<file path="src/sv/lgq_pkg.sv">
// Shared types, codes and the lock-mode conflict table for the intent lock grant queue.
package lgq_pkg;

  localparam logic [1:0] K_LOCK   = 2'd0;
  localparam logic [1:0] K_UNLOCK = 2'd1;
  localparam logic [1:0] K_DOWN   = 2'd2;

  localparam logic [2:0] MODE_NONE = 3'd0;
  localparam logic [2:0] MODE_X    = 3'd4;
  localparam int         MODES     = 5;

  localparam logic [1:0] ST_IDLE    = 2'd0;
  localparam logic [1:0] ST_GRANTED = 2'd1;
  localparam logic [1:0] ST_WAITING = 2'd2;

  localparam logic [2:0] OUT_GRANTED    = 3'd0;
  localparam logic [2:0] OUT_WAITING    = 3'd1;
  localparam logic [2:0] OUT_RELEASED   = 3'd2;
  localparam logic [2:0] OUT_DOWNGRADED = 3'd3;
  localparam logic [2:0] OUT_REFUSED    = 3'd4;

  typedef struct packed {
    logic [1:0] status;
    logic [2:0] mode;
    logic       cf;
  } holder_t;

  typedef struct packed {
    logic       vld;
    logic [3:0] id;
    logic [2:0] outcome;
  } emit_t;

  typedef struct packed {
    logic out_free;
    logic pend_valid;
  } out_stat_t;

  // bit m set = conflicts with a holder of mode m
  function automatic logic [4:0] conflict_mask(input logic [2:0] m);
    logic [4:0] r;
    case (m)
      3'd1:    r = 5'h10;
      3'd2:    r = 5'h18;
      3'd3:    r = 5'h14;
      3'd4:    r = 5'h1E;
      default: r = 5'h00;
    endcase
    return r;
  endfunction

endpackage

</file>
<file path="src/sv/lgq_holder_mem.sv">
// Requester table memory with per-entry valid bits; an unwritten entry reads idle.
module lgq_holder_mem #(
  parameter int DEPTH = 16,
  parameter int IW    = 4
) (
  input  logic             clk,
  input  logic             rst,
  input  logic             rd_en,
  input  logic [IW-1:0]    rd_addr,
  output lgq_pkg::holder_t rd_data,
  input  logic             wr_en,
  input  logic [IW-1:0]    wr_addr,
  input  lgq_pkg::holder_t wr_data
);

  lgq_pkg::holder_t mem [DEPTH];
  logic [DEPTH-1:0] vbits;
  lgq_pkg::holder_t raw;
  logic             raw_vld;

  always_ff @(posedge clk) begin
    if (wr_en) mem[wr_addr] <= wr_data;
    if (rd_en) raw <= mem[rd_addr];
  end

  always_ff @(posedge clk) begin
    if (rst) begin
      vbits   <= '0;
      raw_vld <= 1'b0;
    end else begin
      if (wr_en) vbits[wr_addr] <= 1'b1;
      if (rd_en) raw_vld <= vbits[rd_addr];
    end
  end

  assign rd_data = raw_vld ? raw : '0;

endmodule

</file>
<file path="src/sv/lgq_queue_mem.sv">
// Wait queue storage: requester ids in a circular buffer, one write and one read port.
module lgq_queue_mem #(
  parameter int DEPTH = 16,
  parameter int IW    = 4
) (
  input  logic          clk,
  input  logic          rd_en,
  input  logic [IW-1:0] rd_addr,
  output logic [3:0]    rd_data,
  input  logic          wr_en,
  input  logic [IW-1:0] wr_addr,
  input  logic [3:0]    wr_data
);

  logic [3:0] mem [DEPTH];

  always_ff @(posedge clk) begin
    if (wr_en) mem[wr_addr] <= wr_data;
    if (rd_en) rd_data <= mem[rd_addr];
  end

endmodule

</file>
<file path="src/sv/lgq_out_reg.sv">
// Result holding stage plus output register; the held result learns its last flag late.
module lgq_out_reg (
  input  logic               clk,
  input  logic               rst,
  input  lgq_pkg::emit_t     emit,
  input  logic               flush,
  output lgq_pkg::out_stat_t stat,
  output logic               m_tvalid,
  input  logic               m_tready,
  output logic [7:0]         m_tdata,  // [3:0] target_id, [6:4] outcome, [7] zero
  output logic               m_tlast
);

  logic       pend_valid;
  logic [3:0] pend_id;
  logic [2:0] pend_outcome;
  logic       out_free;

  assign out_free        = !m_tvalid || m_tready;
  assign stat.out_free   = out_free;
  assign stat.pend_valid = pend_valid;

  always_ff @(posedge clk) begin
    if (rst) begin
      pend_valid <= 1'b0;
      m_tvalid   <= 1'b0;
    end else begin
      if (emit.vld) begin
        pend_valid <= 1'b1;
        m_tvalid   <= pend_valid || (m_tvalid && !m_tready);
      end else if (flush) begin
        pend_valid <= 1'b0;
        m_tvalid   <= 1'b1;
      end else if (m_tready) begin
        m_tvalid <= 1'b0;
      end
    end
  end

  always_ff @(posedge clk) begin
    if (emit.vld) begin
      pend_id      <= emit.id;
      pend_outcome <= emit.outcome;
      if (pend_valid) begin
        m_tdata <= {1'b0, pend_outcome, pend_id};
        m_tlast <= 1'b0;
      end
    end else if (flush) begin
      m_tdata <= {1'b0, pend_outcome, pend_id};
      m_tlast <= 1'b1;
    end
  end

endmodule

</file>
<file path="src/sv/intent_lock_grant_queue.sv">
// Intent lock grant queue: lock head of one resource with IS/IX/S/X modes.
// Lock request: the holder entry is read in S_HOLD and the result is sent on from S_FIN; one at a time.
// Unlock/downgrade: queue entries are scanned one by one (S_QRD, S_QDAT, S_HDAT), then moved
// after the scan stops; a waiting unlock first runs a removal pass. The single-read holder and
// queue memories set the pace. Each result also waits while the output register is full.
// Reset clears counts, queue head and length and the table valid bits; there is no clearing pass.
module intent_lock_grant_queue #(
  parameter int REQUESTERS = 16
) (
  input  logic        clk,
  input  logic        rst,
  input  logic        s_tvalid,
  output logic        s_tready,
  input  logic [15:0] s_tdata,  // [3:0] requester_id, [6:4] mode, [7] to_front,
                                // [8] cf_holder, [15:9] zero
  input  logic [1:0]  s_tuser,  // [1:0] kind
  output logic        m_tvalid,
  input  logic        m_tready,
  output logic [7:0]  m_tdata,  // [3:0] target_id, [6:4] outcome, [7] zero
  output logic        m_tlast
);

  localparam int IW = (REQUESTERS > 1) ? $clog2(REQUESTERS) : 1;
  localparam int CW = $clog2(REQUESTERS + 1);
  localparam int SW = CW + 1;

  localparam logic [2:0] S_IDLE = 3'd0;
  localparam logic [2:0] S_HOLD = 3'd1;
  localparam logic [2:0] S_QRD  = 3'd2;
  localparam logic [2:0] S_QDAT = 3'd3;
  localparam logic [2:0] S_HDAT = 3'd4;
  localparam logic [2:0] S_FIN  = 3'd5;

  logic [2:0]    state, state_next;
  logic [1:0]    kind_q, kind_next;
  logic [3:0]    id_q, id_next;
  logic [2:0]    mode_q, mode_next;
  logic          front_q, front_next;
  logic          cf_q, cf_next;
  logic [IW-1:0] head, head_next;
  logic [CW-1:0] qlen, qlen_next;
  logic [CW-1:0] grant [lgq_pkg::MODES];
  logic [CW-1:0] grant_next [lgq_pkg::MODES];
  logic [CW-1:0] waitc [lgq_pkg::MODES];
  logic [CW-1:0] waitc_next [lgq_pkg::MODES];
  logic [CW-1:0] cfh, cfh_next;
  logic [CW-1:0] r, r_next, w, w_next;
  logic          pass_rm, pass_rm_next;
  logic          copy, copy_next;
  logic          newly, newly_next;
  logic [3:0]    qid, qid_next;

  lgq_pkg::holder_t   h, hwr_data;
  logic               hrd_en, hwr_en;
  logic [IW-1:0]      hrd_addr, hwr_addr;
  logic               qrd_en, qwr_en;
  logic [IW-1:0]      qrd_addr, qwr_addr;
  logic [3:0]         qrd_data, qwr_data;
  lgq_pkg::emit_t     emit;
  logic               flush;
  lgq_pkg::out_stat_t ostat;

  logic [4:0] gmask, wmask;
  logic       mode_ok, accept;

  function automatic logic [IW-1:0] wrap(input logic [IW-1:0] base, input logic [CW-1:0] k);
    logic [SW-1:0] s;
    s = SW'(base) + SW'(k);
    if (s >= SW'(REQUESTERS)) s = s - SW'(REQUESTERS);
    return IW'(s);
  endfunction

  always_comb begin
    for (int i = 0; i < lgq_pkg::MODES; i++) begin
      gmask[i] = grant[i] != '0;
      wmask[i] = waitc[i] != '0;
    end
  end

  assign mode_ok  = mode_q != lgq_pkg::MODE_NONE && mode_q <= lgq_pkg::MODE_X;
  assign s_tready = state == S_IDLE;
  assign accept   = s_tvalid && s_tready;

  always_comb begin
    state_next   = state;
    kind_next    = kind_q;
    id_next      = id_q;
    mode_next    = mode_q;
    front_next   = front_q;
    cf_next      = cf_q;
    head_next    = head;
    qlen_next    = qlen;
    grant_next   = grant;
    waitc_next   = waitc;
    cfh_next     = cfh;
    r_next       = r;
    w_next       = w;
    pass_rm_next = pass_rm;
    copy_next    = copy;
    newly_next   = newly;
    qid_next     = qid;
    hrd_en       = 1'b0;
    hrd_addr     = IW'(id_q);
    hwr_en       = 1'b0;
    hwr_addr     = IW'(id_q);
    hwr_data     = h;
    qrd_en       = 1'b0;
    qrd_addr     = wrap(head, r);
    qwr_en       = 1'b0;
    qwr_addr     = wrap(head, w);
    qwr_data     = qrd_data;
    emit         = '0;
    emit.id      = id_q;
    flush        = 1'b0;

    case (state)
      S_IDLE: begin
        if (accept) begin
          kind_next  = s_tuser;
          id_next    = s_tdata[3:0];
          mode_next  = s_tdata[6:4];
          front_next = s_tdata[7];
          cf_next    = s_tdata[8];
          if (32'(s_tdata[3:0]) >= REQUESTERS) begin
            emit.vld     = 1'b1;
            emit.id      = s_tdata[3:0];
            emit.outcome = lgq_pkg::OUT_REFUSED;
            state_next   = S_FIN;
          end else begin
            hrd_en     = 1'b1;
            hrd_addr   = IW'(s_tdata[3:0]);
            state_next = S_HOLD;
          end
        end
      end

      S_HOLD: begin
        emit.vld     = 1'b1;
        emit.outcome = lgq_pkg::OUT_REFUSED;
        state_next   = S_FIN;
        r_next       = '0;
        w_next       = '0;
        copy_next    = 1'b0;
        newly_next   = 1'b0;
        pass_rm_next = 1'b0;
        case (kind_q)
          lgq_pkg::K_LOCK: begin
            if (mode_ok && h.status == lgq_pkg::ST_IDLE) begin
              if ((lgq_pkg::conflict_mask(mode_q) & gmask) != '0 ||
                  (cfh == '0 && (lgq_pkg::conflict_mask(mode_q) & wmask) != '0)) begin
                if (32'(qlen) < REQUESTERS) begin
                  qwr_en   = 1'b1;
                  qwr_data = id_q;
                  if (front_q) begin
                    head_next = (head == '0) ? IW'(REQUESTERS - 1) : head - 1'b1;
                    qwr_addr  = head_next;
                  end else begin
                    qwr_addr = wrap(head, qlen);
                  end
                  qlen_next          = qlen + 1'b1;
                  hwr_en             = 1'b1;
                  hwr_data           = '{lgq_pkg::ST_WAITING, mode_q, cf_q};
                  waitc_next[mode_q] = waitc[mode_q] + 1'b1;
                  emit.outcome       = lgq_pkg::OUT_WAITING;
                end
              end else begin
                hwr_en             = 1'b1;
                hwr_data           = '{lgq_pkg::ST_GRANTED, mode_q, cf_q};
                grant_next[mode_q] = grant[mode_q] + 1'b1;
                cfh_next           = cfh + CW'(cf_q);
                emit.outcome       = lgq_pkg::OUT_GRANTED;
              end
            end
          end
          lgq_pkg::K_UNLOCK: begin
            if (h.status == lgq_pkg::ST_GRANTED) begin
              hwr_en          = 1'b1;
              hwr_data.status = lgq_pkg::ST_IDLE;
              if (grant[h.mode] != '0) grant_next[h.mode] = grant[h.mode] - 1'b1;
              if (h.cf && cfh != '0) cfh_next = cfh - 1'b1;
              emit.outcome = lgq_pkg::OUT_RELEASED;
              if (grant[h.mode] <= CW'(1)) state_next = S_QRD;
            end else if (h.status == lgq_pkg::ST_WAITING) begin
              hwr_en          = 1'b1;
              hwr_data.status = lgq_pkg::ST_IDLE;
              if (waitc[h.mode] != '0) waitc_next[h.mode] = waitc[h.mode] - 1'b1;
              emit.outcome = lgq_pkg::OUT_RELEASED;
              pass_rm_next = 1'b1;
              state_next   = S_QRD;
            end
          end
          lgq_pkg::K_DOWN: begin
            if (mode_ok && h.status == lgq_pkg::ST_GRANTED &&
                (lgq_pkg::conflict_mask(h.mode) | lgq_pkg::conflict_mask(mode_q)) ==
                lgq_pkg::conflict_mask(h.mode)) begin
              if (mode_q != h.mode) begin
                grant_next[mode_q] = grant[mode_q] + 1'b1;
                if (grant[h.mode] != '0) grant_next[h.mode] = grant[h.mode] - 1'b1;
              end
              hwr_en        = 1'b1;
              hwr_data.mode = mode_q;
              emit.outcome  = lgq_pkg::OUT_DOWNGRADED;
              state_next    = S_QRD;
            end
          end
          default: begin
          end
        endcase
      end

      S_QRD: begin
        if (r == qlen) begin
          qlen_next = w;
          if (pass_rm) begin
            pass_rm_next = 1'b0;
            r_next       = '0;
            w_next       = '0;
          end else begin
            state_next = S_FIN;
          end
        end else if (copy && r == w) begin
          state_next = S_FIN;
        end else begin
          qrd_en     = 1'b1;
          state_next = S_QDAT;
        end
      end

      S_QDAT: begin
        state_next = S_QRD;
        if (copy || (pass_rm && qrd_data != id_q)) begin
          qwr_en = 1'b1;
          w_next = w + 1'b1;
          r_next = r + 1'b1;
        end else if (pass_rm) begin
          r_next = r + 1'b1;
        end else begin
          qid_next   = qrd_data;
          hrd_en     = 1'b1;
          hrd_addr   = IW'(qrd_data);
          state_next = S_HDAT;
        end
      end

      S_HDAT: begin
        if ((lgq_pkg::conflict_mask(h.mode) & gmask) != '0) begin
          state_next = S_QRD;
          if (w == '0 && !newly) begin
            copy_next = 1'b1;
          end else begin
            qwr_en   = 1'b1;
            qwr_data = qid;
            w_next   = w + 1'b1;
            r_next   = r + 1'b1;
          end
        end else if (ostat.out_free) begin
          hwr_en          = 1'b1;
          hwr_addr        = IW'(qid);
          hwr_data.status = lgq_pkg::ST_GRANTED;
          if (waitc[h.mode] != '0) waitc_next[h.mode] = waitc[h.mode] - 1'b1;
          grant_next[h.mode] = grant[h.mode] + 1'b1;
          if (h.cf) begin
            if (cfh == '0) newly_next = 1'b1;
            cfh_next = cfh + 1'b1;
          end
          emit.vld     = 1'b1;
          emit.id      = qid;
          emit.outcome = lgq_pkg::OUT_GRANTED;
          r_next       = r + 1'b1;
          if (h.mode == lgq_pkg::MODE_X) copy_next = 1'b1;
          state_next = S_QRD;
        end
      end

      S_FIN: begin
        if (ostat.out_free) begin
          flush      = 1'b1;
          state_next = S_IDLE;
        end
      end

      default: state_next = S_IDLE;
    endcase
  end

  always_ff @(posedge clk) begin
    if (rst) begin
      state <= S_IDLE;
      head  <= '0;
      qlen  <= '0;
      cfh   <= '0;
      for (int i = 0; i < lgq_pkg::MODES; i++) begin
        grant[i] <= '0;
        waitc[i] <= '0;
      end
    end else begin
      state <= state_next;
      head  <= head_next;
      qlen  <= qlen_next;
      cfh   <= cfh_next;
      grant <= grant_next;
      waitc <= waitc_next;
    end
  end

  always_ff @(posedge clk) begin
    kind_q  <= kind_next;
    id_q    <= id_next;
    mode_q  <= mode_next;
    front_q <= front_next;
    cf_q    <= cf_next;
    r       <= r_next;
    w       <= w_next;
    pass_rm <= pass_rm_next;
    copy    <= copy_next;
    newly   <= newly_next;
    qid     <= qid_next;
  end

  lgq_holder_mem #(.DEPTH(REQUESTERS), .IW(IW)) u_holder (
    .clk     (clk),
    .rst     (rst),
    .rd_en   (hrd_en),
    .rd_addr (hrd_addr),
    .rd_data (h),
    .wr_en   (hwr_en),
    .wr_addr (hwr_addr),
    .wr_data (hwr_data)
  );

  lgq_queue_mem #(.DEPTH(REQUESTERS), .IW(IW)) u_queue (
    .clk     (clk),
    .rd_en   (qrd_en),
    .rd_addr (qrd_addr),
    .rd_data (qrd_data),
    .wr_en   (qwr_en),
    .wr_addr (qwr_addr),
    .wr_data (qwr_data)
  );

  lgq_out_reg u_out (
    .clk      (clk),
    .rst      (rst),
    .emit     (emit),
    .flush    (flush),
    .stat     (ostat),
    .m_tvalid (m_tvalid),
    .m_tready (m_tready),
    .m_tdata  (m_tdata),
    .m_tlast  (m_tlast)
  );

  logic [CW+2:0] wait_sum;
  always_comb begin
    wait_sum = '0;
    for (int i = 0; i < lgq_pkg::MODES; i++) wait_sum = wait_sum + (CW+3)'(waitc[i]);
  end

  a_qlen_bound: assert property (@(posedge clk) disable iff (rst)
    32'(qlen) <= REQUESTERS)
    else $error("queue length beyond depth");

  a_wait_sum: assert property (@(posedge clk) disable iff (rst)
    state == S_IDLE |-> wait_sum == (CW+3)'(qlen))
    else $error("wait counts disagree with queue length");

  a_idle_empty: assert property (@(posedge clk) disable iff (rst)
    state == S_IDLE |-> !ostat.pend_valid)
    else $error("held request left over at idle");

  a_ptr_order: assert property (@(posedge clk) disable iff (rst)
    (state == S_QRD || state == S_QDAT || state == S_HDAT) |-> w <= r)
    else $error("queue write pointer passed read pointer");

endmodule
</file>
<file path="config.mk">
export PLATFORM = sky130hd
export DESIGN_NAME = intent_lock_grant_queue
export DESIGN_NICKNAME = d
export VERILOG_FILES = /design/src/sv/lgq_pkg.sv /design/src/sv/lgq_holder_mem.sv /design/src/sv/lgq_queue_mem.sv /design/src/sv/lgq_out_reg.sv /design/src/sv/intent_lock_grant_queue.sv
export SDC_FILE = /design/constraint.sdc
export NUM_CORES = 1
export LEC_CHECK = 0
export BUFFER_PORTS_ARGS = -buffer_cell sky130_fd_sc_hd__buf_2
export CORE_ASPECT_RATIO = 0.7
export CORE_UTILIZATION = 45
export CTS_CLUSTER_DIAMETER = 150
export DETAILED_ROUTE_END_ITERATION = 16
export GPL_ROUTABILITY_DRIVEN = 0
export SYNTH_ARGS = -nofsm -noshare
export SYNTH_HDL_FRONTEND = slang
export SYNTH_SLANG_ARGS = --single-unit
</file>
<file path="constraint.sdc">
create_clock -name clk -period 4 [get_ports clk]
set_input_delay 0.6 -clock clk [delete_from_list [all_inputs] [get_ports clk]]
set_output_delay 0.6 -clock clk [all_outputs]
set_load 0.01 [all_outputs]
</file>
==> results.txt <==
----------------------------------------------------
[Run status]
  Status ... finished clean

[Timing]
  Highest Clock Rate ... 0.264 GHz
  Final hold slack ... 205 ps
  Worst-margin pin slew ... 881 ps
  Worst clock skew ... 15.3 ps
  Setup tns final ... 0 ps
  Final Cycle Share ... 0.947
  Number of max-slew violations in the final report ... 0
  Final-report setup violation count ... 0
  Final hold violation count ... 0
  Tightest slew margin relative to the limit ... 0.411
  Unrepaired setup endpoints after global routing ... no
  Final critical delay including setup and external delays ... 3790 ps

[Synth]
  Area share of the leading cell type in the synthesized netlist ... 0.380
  Primary FF master, synth ... sky130_fd_sc_hd__edfxtp_1
  Most common library cells after synthesis ... sky130_fd_sc_hd__edfxtp_1, sky130_fd_sc_hd__nand2_1, sky130_fd_sc_hd__nor2_1
  Warnings, synthesis ... 0
  Cell area after synthesis ... 16800 um2
  Post-Synthesis Cells ... 1645
  Top area cells in the synthesized netlist ... sky130_fd_sc_hd__edfxtp_1, sky130_fd_sc_hd__dfxtp_1, sky130_fd_sc_hd__nand2_1
  Seq cells post-synth ... 299
  Share of async-settable or async-resettable flops after synthesis ... 0
  Post-synthesis cell type with the largest combined area ... sky130_fd_sc_hd__edfxtp_1
  Number of enable-type register cells in the synthesized netlist ... 213
  Synthesized area per cell ... 10.2 um2
  Number of unique standard cell types used by synthesis ... 102
  Most frequent cell after synthesis ... sky130_fd_sc_hd__edfxtp_1
  Net count after synthesis ... 1708
  Sequential cell area fraction in the yosys report ... 0.482

[Routing]
  Final ANT Viol Nets ... 0
  Drt first pass iters ... 5
  Routed metal-1 wirelength ... 23900 um
  Uppermost layer routed ... met4
  DRT Wirelength ... 51100 um
  Violation count after the first detailed-routing iteration ... 1650
  Via count of the routed design ... 13.9k
  Sum of met2 wire segment lengths after detailed routing ... 21000 um
  Remaining routing DRC violations ... 0
  Met3 wirelength from detailed routing ... 4850 um
  Per-cell routed wire length ... 23.2 um
  Avg Vias per Cell ... 6.30

[Power and ir drop]
  Sequential share of power ... 0.390
  Comb power frac ... 0.340
  Clock group share of total power ... 0.270
  Largest vdd supply drop ... 364 uV
  Total leakage power ... 6.63 nW
  Total chip power ... 9.77 mW
  Switching portion of total power ... 0.365
  Cell Pwr Density ... 517 nW/um2
  Switching power total ... 3.57 mW
  Internal portion of total power ... 6.20 mW

[CTS]
  Count of clock tree sinks ... 299
  Later-pin clock latency in the skew report ... 590 ps
  Largest buffer count on any clock path ... 3
  H-Tree Level Count ... 1
  Clk slew on worst S/H paths ... 60 ps
  Inserted Clock Buffers ... 29
  Number of buffers added for setup after CTS ... 0
  TritonCTS clock tree ... yes
  Clock Tree Root ... sky130_fd_sc_hd__clkbuf_16

[Die]
  Overall die height ... 164 um
  Die Span X ... 233 um
  Num ports ... 33
  Area inside the core boundary ... 36400 um2
  Area enclosed by the die boundary ... 38200 um2
  Cell row count ... 58
  Starting utilization of the core area ... 0.463

[Setup path]
  Capture point of the worst reg-to-reg path ... waitc[24]
  R2R Path Start ... u_holder.raw[3]
  Register-to-Register Path Depth ... 12
  Data required time at the worst endpoint ... 4480 ps
  Setup crit start kind ... flop
  Worst-case register-to-register setup slack ... 210 ps
  Data arrival time of the worst path ... 4270 ps
  Maximum fanout along the worst path ... 15
  Setup crit end kind ... flop
  Category of the critical setup timing path ... flop to flop
  Crit path capture ... waitc[24]
  First element of the critical path ... u_holder.raw[3]

[Hold path]
  Min-delay worst type ... input port to flop

[Layout]
  Non-Filler Cell Area, Final ... 18900 um2
  Sequential Area ... 8120 um2
  Multi-input gate area in the final layout ... 8080 um2
  Antenna fix cells ... 0
  Net count reported at finish ... 1765
  Filler instances ... 3245
  Share of cells above drive strength 1 ... 0.151
  Syn-to-layout area delta ... 12.2%

[Global route]
  Number of antenna violations at the first check in global routing ... 0
  Total global routing track utilization ... 0.268
  Pin count of the biggest net entering global routing ... 57
  Vias in the first global route ... 12.9k
  Overflow after GRT ... 0
  Global-route wire length before repair ... 78500 um

[Placement]
  Placement Cell Area ... 18000 um2
  PortBufs ... 24
  Hpwl dp ... 36400 um

[Job]
  Number of maximum-capacitance violations ... 0

----------------------------------------------------
-- registers in the layout, summed over array words and instances (netlist names), 2 cells and up --
signal,count
id_q,4
u_holder.mem,96
u_holder.raw,6
grant,25
mode_q,3
u_queue.mem,64
u_out.m_tdata,7
state,3
qlen,5
cfh,5
u_queue.rd_data,4
u_holder.vbits,16
waitc,25
kind_q,2
w,5
qid,4
u_out.pend_id,4
u_out.pend_outcome,3
head,4
r,5
-- per-stage QoR --
step,std cells,util,setup WS (ps)
2_1_floorplan,1645,-,681
3_3_place_gp,2151,0.496,318
3_5_place_dp,2151,0.496,222
4_1_cts,2205,0.520,210
5_1_grt,2205,0.520,65.4
6_report,2205,0.520,212
-- cell type report --
class / count / share of cell area
Inverter: 66 / 0.0131
Tap cell: 480 / 0.0318
Clock inverter: 11 / 0.00490
Timing Repair Buffer: 134 / 0.0520
Sequential cell: 299 / 0.429
Clock buffer: 43 / 0.0417
Multi-Input combinational cell: 1172 / 0.427
-- power groups by stage --
stage | registers, mW | clock network (mW) | logic (mW)
global route | 3.82 | 2.82 | 3.57
finish | 3.81 | 2.64 | 3.33
CTS | 3.80 | 2.70 | 3.25
floorplan | 3.76 | 0 | 2.19
global placement | 3.86 | 0 | 3.21
detailed placement | 3.86 | 0 | 3.24
-- cells by family after synthesis --
group | after synthesis | synth area share
buf+inv | 174 | 0.0423
compound gates | 486 | 0.210
mux | 67 | 0.0555
xor+xnor | 55 | 0.0286
flops | 299 | 0.482
simple gates | 522 | 0.150
fa+ha+maj | 41 | 0.0322
other cells | 1 | 0.000223
-- critical path, stage by stage, from the launching register on --
cell	delay (ps)
sky130_fd_sc_hd__edfxtp_1	680
sky130_fd_sc_hd__buf_4	280
sky130_fd_sc_hd__nor4bb_4	580
sky130_fd_sc_hd__a22oi_1	240
sky130_fd_sc_hd__o221ai_1	320
sky130_fd_sc_hd__inv_1	230
sky130_fd_sc_hd__ha_1	240
sky130_fd_sc_hd__nand4_1	180
sky130_fd_sc_hd__nand2_1	110
sky130_fd_sc_hd__o22ai_1	190
sky130_fd_sc_hd__o21ai_0	150
sky130_fd_sc_hd__buf_4	190
sky130_fd_sc_hd__a221oi_1	300
-- layout by cell type, fill, tap and decap left out, types with 15 or more instances in the layout --
cell	instances
sky130_fd_sc_hd__inv_1	62
sky130_fd_sc_hd__a211oi_1	44
sky130_fd_sc_hd__a311oi_1	21
sky130_fd_sc_hd__ha_1	37
sky130_fd_sc_hd__nand3b_1	15
sky130_fd_sc_hd__mux2i_1	36
sky130_fd_sc_hd__dfxtp_1	86
sky130_fd_sc_hd__mux4_2	20
sky130_fd_sc_hd__nand2_1	181
sky130_fd_sc_hd__buf_2	24
sky130_fd_sc_hd__and2_1	37
sky130_fd_sc_hd__a21oi_1	81
sky130_fd_sc_hd__o2bb2ai_1	19
sky130_fd_sc_hd__nor2_1	134
sky130_fd_sc_hd__xnor2_1	35
sky130_fd_sc_hd__a31oi_1	38
sky130_fd_sc_hd__clkbuf_16	29
sky130_fd_sc_hd__xor2_1	20
sky130_fd_sc_hd__buf_4	107
sky130_fd_sc_hd__nand3_1	37
sky130_fd_sc_hd__o21ai_0	71
sky130_fd_sc_hd__edfxtp_1	213
-- metal layers --
layer	vias up	GRT usage
met1	6710	0.418
li1	6323	-
met5	-	0
met3	113	0.0483
met2	756	0.375
met4	0	0.0740
-- how the worst min path moves through the flow --
| stage | start | end | slack [ps] | depth (start not counted) |
|---|---|---|---|---|
| after floorplan | u_out.pend_id[0] | u_out.m_tdata[0] | 400 | 0 |
| after detailed placement | u_out.pend_outcome[1] | u_out.m_tdata[5] | 430 | 0 |
| after global routing | s_tuser[0] | kind_q[0] | 190 | 1 |
| after CTS | s_tuser[1] | kind_q[1] | 180 | 1 |
| after global placement | u_holder.vbits[0] | u_holder.vbits[0] | 440 | 1 |
| final | s_tuser[1] | kind_q[1] | 210 | 1 |
-- what timing repair did --
item	in CTS	in global routing
endpoints found under the setup margin	0	7
hold buffers	0	0
resized for setup	0	1
No activity file was read; power rests on OpenSTA's default activity.
